===== config.mk =====
export PLATFORM = sky130hd
export DESIGN_NAME = fdm_cell
export DESIGN_NICKNAME = d
export VERILOG_FILES = /design/src/rtl/fdm_pkg.sv /design/src/rtl/fdm_cell.sv
export SDC_FILE = /design/constraint.sdc
export NUM_CORES = 1
export LEC_CHECK = 0
export ABC_AREA = 0
export BUFFER_PORTS_ARGS = -buffer_cell sky130_fd_sc_hd__buf_2
export CELL_PAD_IN_SITES_DETAIL_PLACEMENT = 0
export CELL_PAD_IN_SITES_GLOBAL_PLACEMENT = 2
export CORE_MARGIN = 2
export CORE_UTILIZATION = 24
export DETAILED_ROUTE_END_ITERATION = 7
export HOLD_SLACK_MARGIN = 0.05
export PLACE_DENSITY = 0.83
export SETUP_SLACK_MARGIN = 0.1
export SYNTH_ARGS = -nofsm -noshare
export SYNTH_HDL_FRONTEND = slang
export SYNTH_SLANG_ARGS = --single-unit

===== constraint.sdc =====
create_clock -name clk -period 2.45 [get_ports clk]
set_input_delay 0.245 -clock clk [delete_from_list [all_inputs] [get_ports clk]]
set_output_delay 0.245 -clock clk [all_outputs]
set_load 0.01 [all_outputs]

===== src/rtl/fdm_pkg.sv =====
// ----------------------------------------------------------------------------
// fdm_pkg
// Shared types and constants of the floored divide / modulo core.
// ----------------------------------------------------------------------------
package fdm_pkg;

  // operand and result width
  localparam int WIDTH = 32;

  // operand beat
  typedef struct packed {
    logic signed [WIDTH-1:0] dividend;
    logic signed [WIDTH-1:0] divisor;
  } fdm_in_t;

  // result beat
  typedef struct packed {
    logic signed [WIDTH-1:0] quotient;
    logic signed [WIDTH-1:0] modulo;
    logic                    divide_by_zero;
  } fdm_out_t;

  // side information carried down the cell chain
  typedef struct packed {
    logic sa;  // dividend sign
    logic sb;  // divisor sign
    logic dz;  // divisor was zero
  } fdm_ctl_t;

endpackage


===== src/rtl/fdm_cell.sv =====
// ----------------------------------------------------------------------------
// fdm_cell
// One restoring division step: shifts in the next dividend bit, tries the
// subtract and registers the partial remainder and the new quotient bit.
// ----------------------------------------------------------------------------
module fdm_cell #(
  parameter int WIDTH = 32
) (
  input  logic             clk,
  input  logic             rst_n,
  input  logic             vld_i,
  input  fdm_pkg::fdm_ctl_t ctl_i,
  input  logic [WIDTH-1:0] rem_i,
  input  logic [WIDTH-1:0] aq_i,
  input  logic [WIDTH-1:0] mb_i,
  output logic             vld_o,
  output fdm_pkg::fdm_ctl_t ctl_o,
  output logic [WIDTH-1:0] rem_o,
  output logic [WIDTH-1:0] aq_o,
  output logic [WIDTH-1:0] mb_o
);

  logic [WIDTH:0]    shifted;
  logic [WIDTH:0]    diff;
  logic              qbit;
  logic [WIDTH-1:0]  rem_nxt;
  logic [WIDTH-1:0]  aq_nxt;

  logic              vld_r;
  fdm_pkg::fdm_ctl_t ctl_r;
  logic [WIDTH-1:0]  rem_r;
  logic [WIDTH-1:0]  aq_r;
  logic [WIDTH-1:0]  mb_r;

  // trial subtract of the divisor magnitude
  always_comb begin
    shifted = {rem_i, aq_i[WIDTH-1]};
    diff    = shifted - {1'b0, mb_i};
    qbit    = ~diff[WIDTH];
    rem_nxt = qbit ? diff[WIDTH-1:0] : shifted[WIDTH-1:0];
    aq_nxt  = {aq_i[WIDTH-2:0], qbit};
  end

  // beat valid
  always_ff @(posedge clk) begin
    if (!rst_n) begin
      vld_r <= 1'b0;
    end else begin
      vld_r <= vld_i;
    end
  end

  // payload
  always_ff @(posedge clk) begin
    ctl_r <= ctl_i;
    rem_r <= rem_nxt;
    aq_r  <= aq_nxt;
    mb_r  <= mb_i;
  end

  assign vld_o = vld_r;
  assign ctl_o = ctl_r;
  assign rem_o = rem_r;
  assign aq_o  = aq_r;
  assign mb_o  = mb_r;

endmodule


==> Word-level counts from Yosys, hierarchy flattened <==
Cells that the tools add are included.
{ "op_classes": {"addsub": 1, "n_mux": 1, "n_bitwise": 1} }
{ "ops": {"columns": ["cell", "count"], "rows": [
  ["33-bit by 32-bit subtractor with 33-bit output", 1],
  ["32-bit 2-to-1 mux", 1],
  ["1-bit NOT", 1]
]} }
{ "word_totals": {"reg_bits": 100, "in_bits": 102, "output_inout_bits": 100, "word_cells": 10} }

==> Longest topological paths before layout <==
{ "logic_depth": {"word_depth": 2, "ltp_mapped": 13} }

==> Worst setup path after synthesis <==
OpenSTA, ideal clock, no wires.
{ "synth_timing": {"kind": "input to register", "startpoint": "input port mb_i[16]", "endpoint": "register rem_r[10], in the netlist rem_o[10]", "setup_ns": 0.121, "arrival_ns": 2.500, "required_ns": 2.329, "slack_ns": -0.171, "path_stages": 12, "n_path_buf": 2, "cell_sequence": "inv_1 > ha_1 > buf_6 > a21oi_4 > o211ai_1 > a221o_1 > a211o_1 > o21a_1 > o211ai_4 > inv_2 > buf_6 > mux2_4"} }
{ "synth_between": {"elab_chain_len": 2} }
{ "synth_lines": {"columns": ["element", "line", "text"], "rows": [
  ["start, declared", "fdm_cell.sv:15", "input logic [WIDTH-1:0] mb_i,"],
  ["33-bit by 32-bit subtractor with 33-bit output", "fdm_cell.sv:38", "diff = shifted - {1'b0, mb_i};"],
  ["32-bit 2-to-1 mux", "fdm_cell.sv:40", "rem_nxt = qbit ? diff[WIDTH-1:0] : shifted[WIDTH-1:0];"],
  ["via rem_nxt[10]", "fdm_cell.sv:26", "logic [WIDTH-1:0] rem_nxt;"],
  ["end signal, assigned", "fdm_cell.sv:56", "rem_r <= rem_nxt;"],
  ["end, declared", "fdm_cell.sv:31", "logic [WIDTH-1:0] rem_r;"]
]} }
The timed path passes the listed nets, and every way through them passes these cells.
A chain may end at the register's enable or synchronous reset.

==> Worst setup path after layout <==
{ "layout_timing": {"startpoint": "input port mb_i[16]", "endpoint": "register rem_r[24], in the netlist rem_o[24]"} }
Same word-level chain as after synthesis.

==> results.ini <==
[status]
outcome=complete, no violations

[finish]
fillers=1812
diodes=0
final_nets=929
syn_to_final_growth_pct=66.8
drive_above_1_share_pct=42.2

[placement]
gpl.final_weighted_congestion=0.821
place_hpwl_um=11000
port_buffers=201
pre_cts_ws_ns=-0.364

[clock_network]
clock_path_buffers=2
cts_htree_levels=3
cts_made_buffers=9
clock_sinks=100
clk_pin_slew_worst_paths_ns=0.08
root_buffer=clkbuf_16
cts_tree=yes

[synthesis]
synth_area_per_cell_um2=9.68
seq_area_frac_synth_pct=44.9
syn-num-nets=596
synth_area_um2=4460
synth_top_area_share_pct=44.9
synthArstFlopShare_pct=0
synth_area_leaders=dfxtp_1, ha_1, mux2_4
synth_ff_type=dfxtp_1
synth-seq-cells=100
yosys_warnings=0
ys_types=49
synthCells=461
synth_top_cell_by_area=dfxtp_1
synth_edf_count=0

[detailed_routing]
drcViolationCount=0
wl_per_cell_um=14.0
vias=4405
via_per_inst=4.29
final_antenna_net_count=0
totalWireLength_um=14400
firstDrtPassIters=4
drtIter0Drc=258

[global_route]
grt_usage_pct=14.2
grt_pass1_vias=4340
grt_pass1_wl_um=22100
overflow=0
antenna_found_initial=0
grt_max_degree=20

[timing]
whs_ns=0.0966
finalHoldViolCount=0
layout_setup_ws_ns=0.139
fmaxAchievable_ghz=0.433
finalMaxSlewViolations=0
fin_tns_setup_ns=0
rsz0062_at_grt=true
period_minus_slack_ns=2.31
setup_viol_count_final=0
relSlewSlack_pct=68.9
finalCritPeriodShare_pct=94.3
worstMarginPinSlew_ns=0.461

[critical_path]
end_kind=flop
arrival_ns=2.56
crit_fanout=5
critPathKind=in -> reg
crit_required_ns=2.70
setup.worst_path.start_class=input pin

[floorplanning]
fp-row-count=49
die_y_um=140
start_util_pct=24.7
coreArea_um2=18100
pin_count=202
dieArea_um2=19700
die_x_um=140

[min_path]
hold_start=vld_i
hp-class=in -> reg
hold_depth=2
min_to=vld_o

[power_and_ir_drop]
p_leak_nw=3.70
power_density_nw_per_um2=637
irDropWorstVdd_mv=0.306

[flow_run]
maxCapViolations=0

==> power by group <==
group	switching [mW]	internal, mW	total (mW)	leakage (nW)
clock	0.705	0.715	1.42	0.140
sequential	0.0400	1.80	1.84	0.844
combinational	0.703	0.773	1.48	2.71
total	1.45	3.29	4.74	3.70
==> logic make-up after synthesis <==
family	Yosys count	share of synthesized area [%]
AOI/OAI and AO/OA	120	17.9
xor gates and xnor gates	24	4.71
DFF	100	44.9
muxes	18	6.06
buffers and inverters	57	5.33
adders and majority gates	33	9.42
and+or+nand+nor	109	11.8
==> worst max-delay path: stages <==
cell and delay, ns:
buf_12 0.09, inv_12 0.03, ha_4 0.26, a21oi_4 0.13, o211ai_1 0.12, a221o_1 0.36, a211o_1 0.25, o21a_1 0.23
o211ai_4 0.22, clkinv_4 0.15, clkbuf_16 0.19, mux2_4 0.28
==> cell type report <==
class	count	area [um^2]	share of cell area (%)
multi-input combinational	304	2380	32.0
timing repair buffer	337	2310	31.0
sequential	100	2000	26.9
tap	229	287	3.85
clock buffer	9	225	3.03
inverter	42	178	2.39
clock inverter	7	65.1	0.874
==> how the worst max path moves through the flow <==
stage | startpoint | endpoint | slack [ns] | cells past startpoint
3_3_place_gp | aq_i[31] | rem_o[27] | -0.35 | 12
4_1_cts | aq_i[31] | rem_o[5] | 0.17 | 13
3_5_place_dp | aq_i[31] | rem_o[27] | -0.36 | 12
6_report | mb_i[16] | rem_o[24] | 0.14 | 12
2_1_floorplan | mb_i[16] | rem_o[10] | -0.06 | 12
5_1_grt | mb_i[13] | rem_o[6] | 0.09 | 12
==> metrics by stage <==
step                total power, mW  utilization, %  area, um^2  cells
floorplan                      2.62               -        4550    461
global route                   4.99            41.1        7440   1028
CTS                            4.76            40.4        7310   1024
global placement               3.19            34.8        6290    942
finish                         4.74            41.1        7440   1028
detailed placement             3.20            34.8        6290    942
==> cells in the mapped netlist (all sizes together), types with 4 or more instances <==
cell    instances
buf             4
and2            4
o21bai          5
nand2b          5
nand3          11
dfxtp         100
a211oi          4
inv            42
clkbuf         11
xnor2          14
and3            6
nor2           16
nor3            4
a21oi          36
o31ai           5
nand2          44
mux2           18
o21ai          24
xor2           10
a21o           15
o21a            6
ha             32
nor2b           5
nand4           7
o211ai          9
==> placed cells by master, fill, tap and decap left out, types with 7 or more instances in the layout <==
cell / instances
buf_2: 199
dfxtp_1: 100
dlygate4sd3_1: 65
buf_4: 64
nand2_1: 44
inv_1: 36
a21oi_1: 29
ha_1: 24
o21ai_0: 23
mux2_4: 18
nor2_1: 16
a21o_1: 15
xnor2_1: 14
xor2_1: 10
clkbuf_16: 10
nand3_1: 9
o211ai_1: 8
nand4_1: 7
==> flip-flops by register name, indices dropped and copies added (netlist names) <==
signal / flops
aq_o: 32
mb_o: 32
rem_o: 32
ctl_o: 3
vld_o: 1
==> layer usage <==
metal	vias to the layer above	GRT usage [%]	part of all wire, %
li1	2279	-	-
met1	1951	18.1	45
met2	160	23.8	46
met3	15	3.15	7.2
met4	0	4.78	1.6
met5	-	0	0
==> what timing repair did <==
| item | CTS | global route |
|---|---|---|
| hold endpoints to repair | 64 | 1 |
| pin swaps | 7 | 5 |
| hold buffers | 64 | 1 |
| buffers inserted | 1 | 2 |
| endpoints found under the setup margin | 27 | 25 |
| gates cloned | 1 | 1 |
| gates resized for setup | 11 | 22 |
Note: power is estimated with default switching activity, not from simulation.
