## src/rtl/fdm_pkg.sv

```systemverilog
// ----------------------------------------------------------------------------
// fdm_pkg
// Shared types and constants of the floored divide / modulo core.
// ----------------------------------------------------------------------------
package fdm_pkg;

  // operand and result width
  localparam int WIDTH = 32;

  // operand beat
  typedef struct packed {
    logic signed [WIDTH-1:0] dividend;
    logic signed [WIDTH-1:0] divisor;
  } fdm_in_t;

  // result beat
  typedef struct packed {
    logic signed [WIDTH-1:0] quotient;
    logic signed [WIDTH-1:0] modulo;
    logic                    divide_by_zero;
  } fdm_out_t;

  // side information carried down the cell chain
  typedef struct packed {
    logic sa;  // dividend sign
    logic sb;  // divisor sign
    logic dz;  // divisor was zero
  } fdm_ctl_t;

endpackage

```

## src/rtl/fdm_fix.sv

```systemverilog
// ----------------------------------------------------------------------------
// fdm_fix
// Turns the unsigned quotient and remainder magnitudes into the floored
// quotient and the modulo with the divisor's sign, and registers the result.
// ----------------------------------------------------------------------------
module fdm_fix (
  input  logic                        clk,
  input  logic                        rst_n,
  input  logic                        vld_i,
  input  fdm_pkg::fdm_ctl_t           ctl_i,
  input  logic [fdm_pkg::WIDTH-1:0]   qm_i,
  input  logic [fdm_pkg::WIDTH-1:0]   rm_i,
  input  logic [fdm_pkg::WIDTH-1:0]   mb_i,
  output logic                        out_valid,
  output fdm_pkg::fdm_out_t           out_data
);

  logic                      differ;
  logic                      rnz;
  logic [fdm_pkg::WIDTH-1:0] q_val;
  logic [fdm_pkg::WIDTH-1:0] r_val;
  fdm_pkg::fdm_out_t         res_nxt;

  logic                      vld_r;
  fdm_pkg::fdm_out_t         res_r;

  // sign restore and floor correction
  always_comb begin
    differ = ctl_i.sa ^ ctl_i.sb;
    rnz    = |rm_i;
    if (differ) begin
      // minus qm, lowered by one when a remainder is left: that is ~qm
      q_val = rnz ? ~qm_i : (~qm_i + 1'b1);
    end else begin
      q_val = qm_i;
    end
    if (differ && rnz) begin
      r_val = ctl_i.sb ? (rm_i - mb_i) : (mb_i - rm_i);
    end else begin
      r_val = ctl_i.sa ? (~rm_i + 1'b1) : rm_i;
    end
    if (ctl_i.dz) begin
      res_nxt.quotient       = '0;
      res_nxt.modulo         = '0;
      res_nxt.divide_by_zero = 1'b1;
    end else begin
      res_nxt.quotient       = q_val;
      res_nxt.modulo         = r_val;
      res_nxt.divide_by_zero = 1'b0;
    end
  end

  // result strobe
  always_ff @(posedge clk) begin
    if (!rst_n) begin
      vld_r <= 1'b0;
    end else begin
      vld_r <= vld_i;
    end
  end

  // result payload
  always_ff @(posedge clk) begin
    res_r <= res_nxt;
  end

  assign out_valid = vld_r;
  assign out_data  = res_r;

endmodule

```

## config.mk

```make
export PLATFORM = sky130hd
export DESIGN_NAME = fdm_fix
export DESIGN_NICKNAME = d
export VERILOG_FILES = /design/src/rtl/fdm_pkg.sv /design/src/rtl/fdm_fix.sv
export SDC_FILE = /design/constraint.sdc
export NUM_CORES = 1
export LEC_CHECK = 0
export BUFFER_PORTS_ARGS = -buffer_cell sky130_fd_sc_hd__buf_4
export CORE_ASPECT_RATIO = 0.6
export CORE_MARGIN = 2
export CORE_UTILIZATION = 50
export DETAILED_ROUTE_END_ITERATION = 10
export GPL_TIMING_DRIVEN = 0
export PLACE_DENSITY = 0.79
export RECOVER_POWER = 50
export SLEW_MARGIN = 20
export SYNTH_ARGS = -nofsm -noshare
export SYNTH_HDL_FRONTEND = slang
export SYNTH_SLANG_ARGS = --single-unit
```

## constraint.sdc

```tcl
create_clock -name clk -period 3.04 [get_ports clk]
set_clock_uncertainty 0.2 [all_clocks]
set_input_delay 0.304 -clock clk [delete_from_list [all_inputs] [get_ports clk]]
set_output_delay 0.304 -clock clk [all_outputs]
set_load 0.03 [all_outputs]
```

## After elaboration in Yosys (flattened, before gate mapping)

Cells that the tools add are included.

| word-level totals | value |
|---|---|
| register bits after elaboration | 66 |
| latch bits | 0 |
| RAM bits | 0 |
| bits in read-only memories | 0 |
| output and inout port bits | 66 |
| memories kept | 0 |

| cells by class | value |
|---|---|
| $add $sub $neg | 4 |
| $mul | 0 |
| divide/modulo/power cells | 0 |
| magnitude comparators | 0 |
| equal/unequal tests | 0 |
| shift-type cells | 0 |
| muxes and demuxes | 6 |
| bitwise gates (word level) | 3 |
| reduce and logical (&&, ||, !) cells | 2 |

Operator list:

| cell | count |
|---|---|
| $mux W32 | 5 |
| $add A32 B1 Y32 const B | 2 |
| $not A32 Y32 | 2 |
| $sub A32 B32 Y32 | 2 |
| $reduce_or A32 Y1 | 1 |
| $logic_and A1 B1 Y1 | 1 |
| $mux W1 | 1 |
| $xor A1 B1 Y1 | 1 |

## Depth between registers and ports, before layout

Gate-level depths: netlist (run 1).

| depth | value |
|---|---|
| depth after elaboration | 4 |
| depth in mapped cells | 11 |
| gate-level depth less buffers | 11 |

## Worst setup path after synthesis (run 1)

No wires, ideal clock.

| timing | value |
|---|---|
| path kind | in2reg |
| from | input rm_i[24] in the netlist's numbering |
| to | register res_r (netlist bit out_data[57]) |
| setup time | 0.128 ns |
| arrival time | 2.633 ns |
| slack | 0.080 ns |
| cell stages on the path | 9 |
| path buffers | 1 |
| cells stage by stage | or4_4 > or4b_4 > nor4_4 > and4bb_1 > and2_4 > buf_6 > a31oi_1 > xnor2_1 > nor2_1 |

| between the ends | value |
|---|---|
| cells in the longest elaborated chain, start to end | 3 |

Ends and longest elaborated chain:

| item | RTL line | RTL |
|---|---|---|
| from (decl) | fdm_fix.sv:12 | `input logic [fdm_pkg::WIDTH-1:0] rm_i,` |
| $reduce_or A32 Y1 | fdm_fix.sv:30 | `rnz = \|rm_i;` |
| $mux W32 | fdm_fix.sv:33 | `q_val = rnz ? ~qm_i : (~qm_i + 1'b1);` |
| $mux W32 | fdm_fix.sv:31 | `if (differ) begin` |
| to (signal assigned) | fdm_fix.sv:64 | `res_r <= res_nxt;` |
| to (decl) | fdm_fix.sv:25 | `fdm_pkg::fdm_out_t res_r;` |

No other way between the ends.
A chain may end at the register's enable or synchronous reset.

## Worst setup path in the final report (run 1)

| timing | value |
|---|---|
| from | input rm_i[27] in the netlist's numbering |
| to | register res_r (netlist bit out_data[11]) |

| between the ends | value |
|---|---|
| cells in the longest elaborated chain, start to end | 3 |

Ends and longest elaborated chain:

| item | RTL line | RTL |
|---|---|---|
| $reduce_or A32 Y1 | fdm_fix.sv:30 |  |
| $logic_and A1 B1 Y1 | fdm_fix.sv:37 | `if (differ && rnz) begin` |
| $mux W32 | fdm_fix.sv:37 |  |

No other way between the ends.

==> results of run 1 <==
-- sequential cells by signal, indices dropped and copies added, names as in the netlist --
signal,cells
out_data,65
out_valid,1
-- worst min-delay path, stage by stage --
cell	delay, ps
buf_4	90
xnor2_1	60
nor2_1	70
-- through the flow --
stage / hold slack [ps] / util (%) / power, mW / cell area, um2 / setup TNS (ps)
6_report: 9.825 / 64.69 / 3.694 / 8392 / -1.495
5_1_grt: 27.20 / 64.69 / 3.845 / 8392 / -58.19
4_1_cts: 14.09 / 65.90 / 3.705 / 8549 / 0
3_5_place_dp: 310.4 / 62.91 / 2.602 / 8162 / -31240
3_3_place_gp: 315.4 / 62.91 / 2.588 / 8162 / -29240
2_1_floorplan: 131.7 / - / 2.016 / 6703 / 0
-- cells in the final DEF (no fill, tap or decap), types with 8 or more instances in the layout --
master,netlist,routed
nand4_1,11,11
inv_1,79,79
nor2b_1,11,11
mux2i_1,8,8
nor2_1,107,103
nand3_1,11,11
xnor2_1,76,76
nand2_1,58,58
or3_1,9,8
clkbuf_16,0,9
xor2_1,12,12
a21oi_1,100,99
ha_1,66,65
clkbuf_1,41,94
o21ai_1,0,12
nor3_1,16,15
o31ai_1,10,9
o21ai_0,72,60
buf_4,0,109
dfxtp_1,66,66
a21o_1,9,9
o22ai_1,9,9
a31oi_1,21,18
a211oi_1,34,34
-- metal layers --
layer  share of wire [%]  global-route usage, %  up-vias
met5                   0                      0        -
met2                  39                  47.99      586
met1                  44                  50.59     3639
met4                 1.9                  8.180        0
li1                    -                      -     3673
met3                  15                  10.70       47
-- cell usage after synthesis, types with 11 or more instances --
cell type  number  area share [%]
dfxtp_1        66              20
ha_1           66              12
clkbuf_1       41             2.3
nor3_1         16             1.2
xnor2_1        76             9.9
inv_1          79             4.4
o21ai_0        72             5.4
a211oi_1       34             3.8
a31oi_1        21             2.0
nor2b_1        11             1.0
nand2_1        58             3.2
nand3_1        11            0.82
xor2_1         12             1.6
nand4_1        11             1.0
nor2_1        107             6.0
a21oi_1       100             7.5
-- layout make-up --
class / count / share of cell area, %
multi-input cells: 739 / 59.83
flip-flops and latches: 66 / 15.74
repair buffers: 176 / 12.97
inverters: 79 / 3.534
clock buffers: 9 / 2.684
well taps: 170 / 2.535
plain buffers: 39 / 1.789
clock inverters: 7 / 0.9095
-- kinds of logic (layout without fill, tap and decap cells) --
kind of cell               Yosys count  after routing
AOI/OAI and AO/OA                  311            311
muxes                                8              8
DFF                                 66             66
buffers and inverters              127            310
xor gates and xnor gates            88             88
and+or+nand+nor                    264            264
adders and majority gates           68             68
-- path summary, 6_finish.rpt --
path,from,endpoint,slack [ps],cells past startpoint
setup / recovery,rm_i[27],out_data[11],-1,8
hold / removal,qm_i[14],out_data[47],10,3
-- power groups by stage --
stage / Combinational [mW] / Sequential (mW) / Clock [mW]
6_report: 1.59 / 0.996 / 1.10
5_1_grt: 1.70 / 1.00 / 1.14
4_1_cts: 1.60 / 1.00 / 1.10
3_5_place_dp: 1.58 / 1.02 / 0
3_3_place_gp: 1.57 / 1.02 / 0
2_1_floorplan: 0.787 / 1.23 / 0
-- timing repair --
action	4_1_cts	5_1_grt
hold buffers	3	0
endpoints found under the hold margin	2	0
buffers inserted	5	2
setup endpoints to repair	52	32
gates resized for setup	10	32
pin swaps	1	5
==> flow_summary_export.csv, run 1 <==
group,metric,value,unit
placed_design,dp_hpwl,20670,um
setup_path,crit_slowest_cell,"or4b_4",
setup_path,arrival,3060,ps
setup_path,cpPeakStageDelay,600,ps
power,clkPwrFrac,29.9,%
global_route,grt_pass1_wl,38280,um
drt,drc_errors,0,
clock_network,cts_buffer_depth,2,
global_route,first_global_vias,7060,
setup_path,path_cells,"buf_4, or4_4, or4b_4, nor4_4, nor2_1, clkbuf_1, clkbuf_1, a211oi_1",
sta,tightestPinTransition,826.1,ps
die,start_util,51.67,%
drt,antenna_left,0,
synthesis,syn_nets,1102,
synthesis,synth-compound-area-share,28.52,%
synthesis,synth_top_family_by_area,"compound AO/OA/AOI/OAI gates",
global_route,grt_max_degree,14,
die,die_area,0.01438,mm2
sta,period_share,100.0,%
cells_and_area,seqCellArea,0.001321,mm2
synthesis,syn_inst,932,
power,p_seq_share,27.0,%
cells_and_area,n_antenna_cell,0,
setup_path,cp-start-kind,"input port",
synthesis,synth.yosys.seq_area_share,19.71,%
synthesis,synth-edff-count,0,
clock_network,cts_root_buf,"clkbuf_16",
die,die_width,153.5,um
synthesis,synthFlopType,"dfxtp_1",
setup_path,path_buf_inv,3,
min_path,worstHoldPathType,"in2reg",
sta,worst_slack,-1.495,ps
sta,finalHoldViolCount,0,
cells_and_area,nets,1280,
sta,finalSetupViolations,1,
die,rows,32,
synthesis,synthAdderAreaFrac,12.92,%
power,power_frac_comb,43.2,%
status,outcome,"finished with violations",
synthesis,synth_mux_area_share,1.195,%
global_route,antenna_found_initial,0,
setup_path,worstPathMaxFanout,10,
synthesis,synth.avg_cell_area,7.192,um2
power,sw_frac_of_total,41.82,%
synthesis,synthSimpleGateAreaFrac,18.91,%
die,ios,168,
cells_and_area,fillers,1234,
placed_design,place.gp.congestion,1.047,
setup_path,crit_type,"in2reg",
synthesis,ys_seq_elements,66,
placed_design,place_inst,1268,
drt,dr_total_vias,7945,
setup_path,cp-end-kind,"flop",
drt,via_per_inst,6.183,
clock_network,htreeDepth,3,
cells_and_area,final_cell_count_no_fill,1285,
sta,max_freq,328.8,MHz
cells_and_area,area_delta_synth_final,25.20,%
placed_design,pre_cts_slack,-792.4,ps
sta,rsz0062_at_grt,"true",
clock_network,numCtsBuffers,9,
die,core-area,0.01297,mm2
drt,drt_iter0_drc,952,
drt,routed_wirelength,25790,um
sta,period_needed,3041,ps
synthesis,synthArstFlopShare,0,%
sta,finalMaxSlewViolations,0,
clock_network,cts.sinks,66,
power,leakagePower,3.576,nW
power,p_switching,1.545,mW
status,failed_checks,"setup timing",
synthesis,syn_area,0.006703,mm2
clock_network,cts_tree,"built",
synthesis,synth_cell_types,60,
placed_design,portBuffers,166,
setup_path,cp.required,3060,ps
power,internal_power,2.149,mW
global_route,grtUsageTotal,34.29,%
job,maxCapViolations,0,
cells_and_area,layout-drive-gt1-share,14.44,%
cells_and_area,multiInputGateArea,0.005021,mm2
synthesis,synth.yosys.warnings,0,
global_route,overflow,0,
drt,first_pass_iters,6,
synthesis,synth_xor_area_share,11.50,%
setup_path,critPathMostFrequentCell,"clkbuf_1",
sta,relSlewSlack,44.93,%
power,ir_worst_vdd,0.2450,mV
drt,wl_per_cell,20.07,um
clock_network,clk_pin_slew,60,ps
setup_path,critPathTopFamily,"simple AND/OR/NAND/NOR gates",
power,power.density,440.3,mW/mm2
die,die_h,93.69,um
Power figures use the tool's default switching activity.
==> run 2: changes to the inputs <==
- CORE_MARGIN: 2 -> not set
==> run 2 against run 1 <==
  * The run now ends clean
  * Non-clock buffer count decreased by 1
  * Power rose by 1.2%
  * Hold slack better by 8.0 ps
==> flow_summary_export.csv, run 2 (same netlist as run 1, synthesis figures left out) <==
group,metric,value,unit
sta,max_freq,336.9,MHz
min_path,min_path_cells,3,
die,core-area,0.01297,mm2
drt,drt_iter0_drc,991,
power,leakagePower,3.617,nW
global_route,grt_pass1_wl,37880,um
placed_design,place.gp.congestion,1.004,
setup_path,cp.required,3090,ps
cells_and_area,final_common_cell,"buf_4",
cells_and_area,largest_reg_flops,65,
cells_and_area,final_cell_area,0.008422,mm2
die,ios,168,
cells_and_area,multiInputGateArea,0.005017,mm2
sta,period_needed,2968,ps
global_route,overflow,0,
drt,dr_total_vias,7862,
cells_and_area,final_util,64.92,%
sta,finalMaxSlewViolations,0,
clock_network,cts_buffer_depth,2,
drt,first_pass_iters,5,
cells_and_area,n_antenna_cell,0,
cells_and_area,seqCellArea,0.001321,mm2
sta,relSlewSlack,48.43,%
clock_network,cts_root_buf,"clkbuf_16",
die,die_area,0.01389,mm2
clock_network,htreeDepth,3,
placed_design,place_area,0.008162,mm2
sta,finalSetupViolations,0,
cells_and_area,fillers,1208,
placed_design,portBuffers,166,
cells_and_area,area_delta_synth_final,25.65,%
setup_path,cp-end-kind,"flop",
clock_network,clk_pin_slew,60,ps
clock_network,cts.sinks,66,
power,ir_worst_vdd,0.2815,mV
global_route,antenna_found_initial,0,
job,maxCapViolations,0,
sta,finalHoldViolCount,0,
power,power.density,444.1,mW/mm2
sta,tightestPinTransition,766.5,ps
die,die_width,151.5,um
sta,rsz0062_at_grt,"false",
global_route,first_global_vias,6887,
cells_and_area,final_cell_mix,"109 x buf_4, 106 x nor2_1, 97 x a21oi_1, 90 x clkbuf_1, 79 x inv_1",
placed_design,dp_hpwl,20190,um
sta,period_share,97.64,%
cells_and_area,layout-drive-gt1-share,14.72,%
setup_path,cp-start-kind,"input port",
min_path,worstHoldPathType,"in2reg",
drt,antenna_left,0,
clock_network,numCtsBuffers,9,
global_route,grt_max_degree,14,
cells_and_area,nets,1279,
power,finalPower,3.740,mW
setup_path,arrival,3020,ps
drt,via_per_inst,6.123,
die,die_h,91.69,um
drt,wl_per_cell,19.47,um
drt,routed_wirelength,25000,um
die,rows,32,
setup_path,crit_type,"in2reg",
drt,drc_errors,0,
setup_path,worstPathMaxFanout,6,
die,start_util,51.67,%
status,outcome,"completed",
clock_network,cts_tree,"built",
global_route,grtUsageTotal,35.91,%
-- run 2: path summary, 6_finish.rpt --
path                      from      endpoint  slack, ps
worst min-delay path  qm_i[14]  out_data[47]         20
worst max-delay path   rm_i[0]  out_data[23]         70
-- run 2: stage by stage --
stage                     TNS [ps]  hold slack [ps]  instances  setup slack (ps)
final                            0            17.86       1284             71.78
after global routing             0            32.45       1284             2.965
after CTS                        0            15.88       1292            0.4472
after detailed placement    -30070            309.6       1268            -811.8
after global placement      -29000            304.0       1268            -789.8
after floorplan                  0            131.7        932             79.67
-- run 2: cell type report --
cell class	count	area share [%]
timing repair buffer	177	12.97
multi-input combinational	739	59.58
inverter	79	3.521
sequential	66	15.69
clock buffer	9	2.674
tap	170	2.526
clock inverter	7	1.189
buffer	37	1.857
-- run 2: where the power goes --
part	leakage, nW	switching [mW]	internal [mW]	total [mW]
clock network	0.160	0.430	0.725	1.16
logic	2.91	1.05	0.540	1.59
registers	0.551	0.0261	0.970	0.996
-- run 2: worst max-delay path, cell delays in order --
cell and delay, ps:
buf_4 120, inv_1 80, ha_1 220, fa_1 450, nor2b_1 140, o21ai_0 120, o211ai_1 360, buf_4 180
a22oi_1 80, a32oi_1 400, a31oi_1 210, xnor2_1 160, o22ai_1 180
-- run 2: what timing repair did --
action,in CTS,in global routing
resized for setup,9,33
setup endpoints to repair,53,38
setup buffers,6,2
endpoints found under the hold margin,2,0
hold buffers,3,0
pin swaps,2,3
-- run 2: routing by layer --
metal	up-vias	GRT usage [%]	part of all wire (%)
met3	41	11.49	14
met4	2	8.500	1.9
met1	3598	54.31	45
met2	547	47.15	38
li1	3674	-	-
met5	-	4.231	0.25
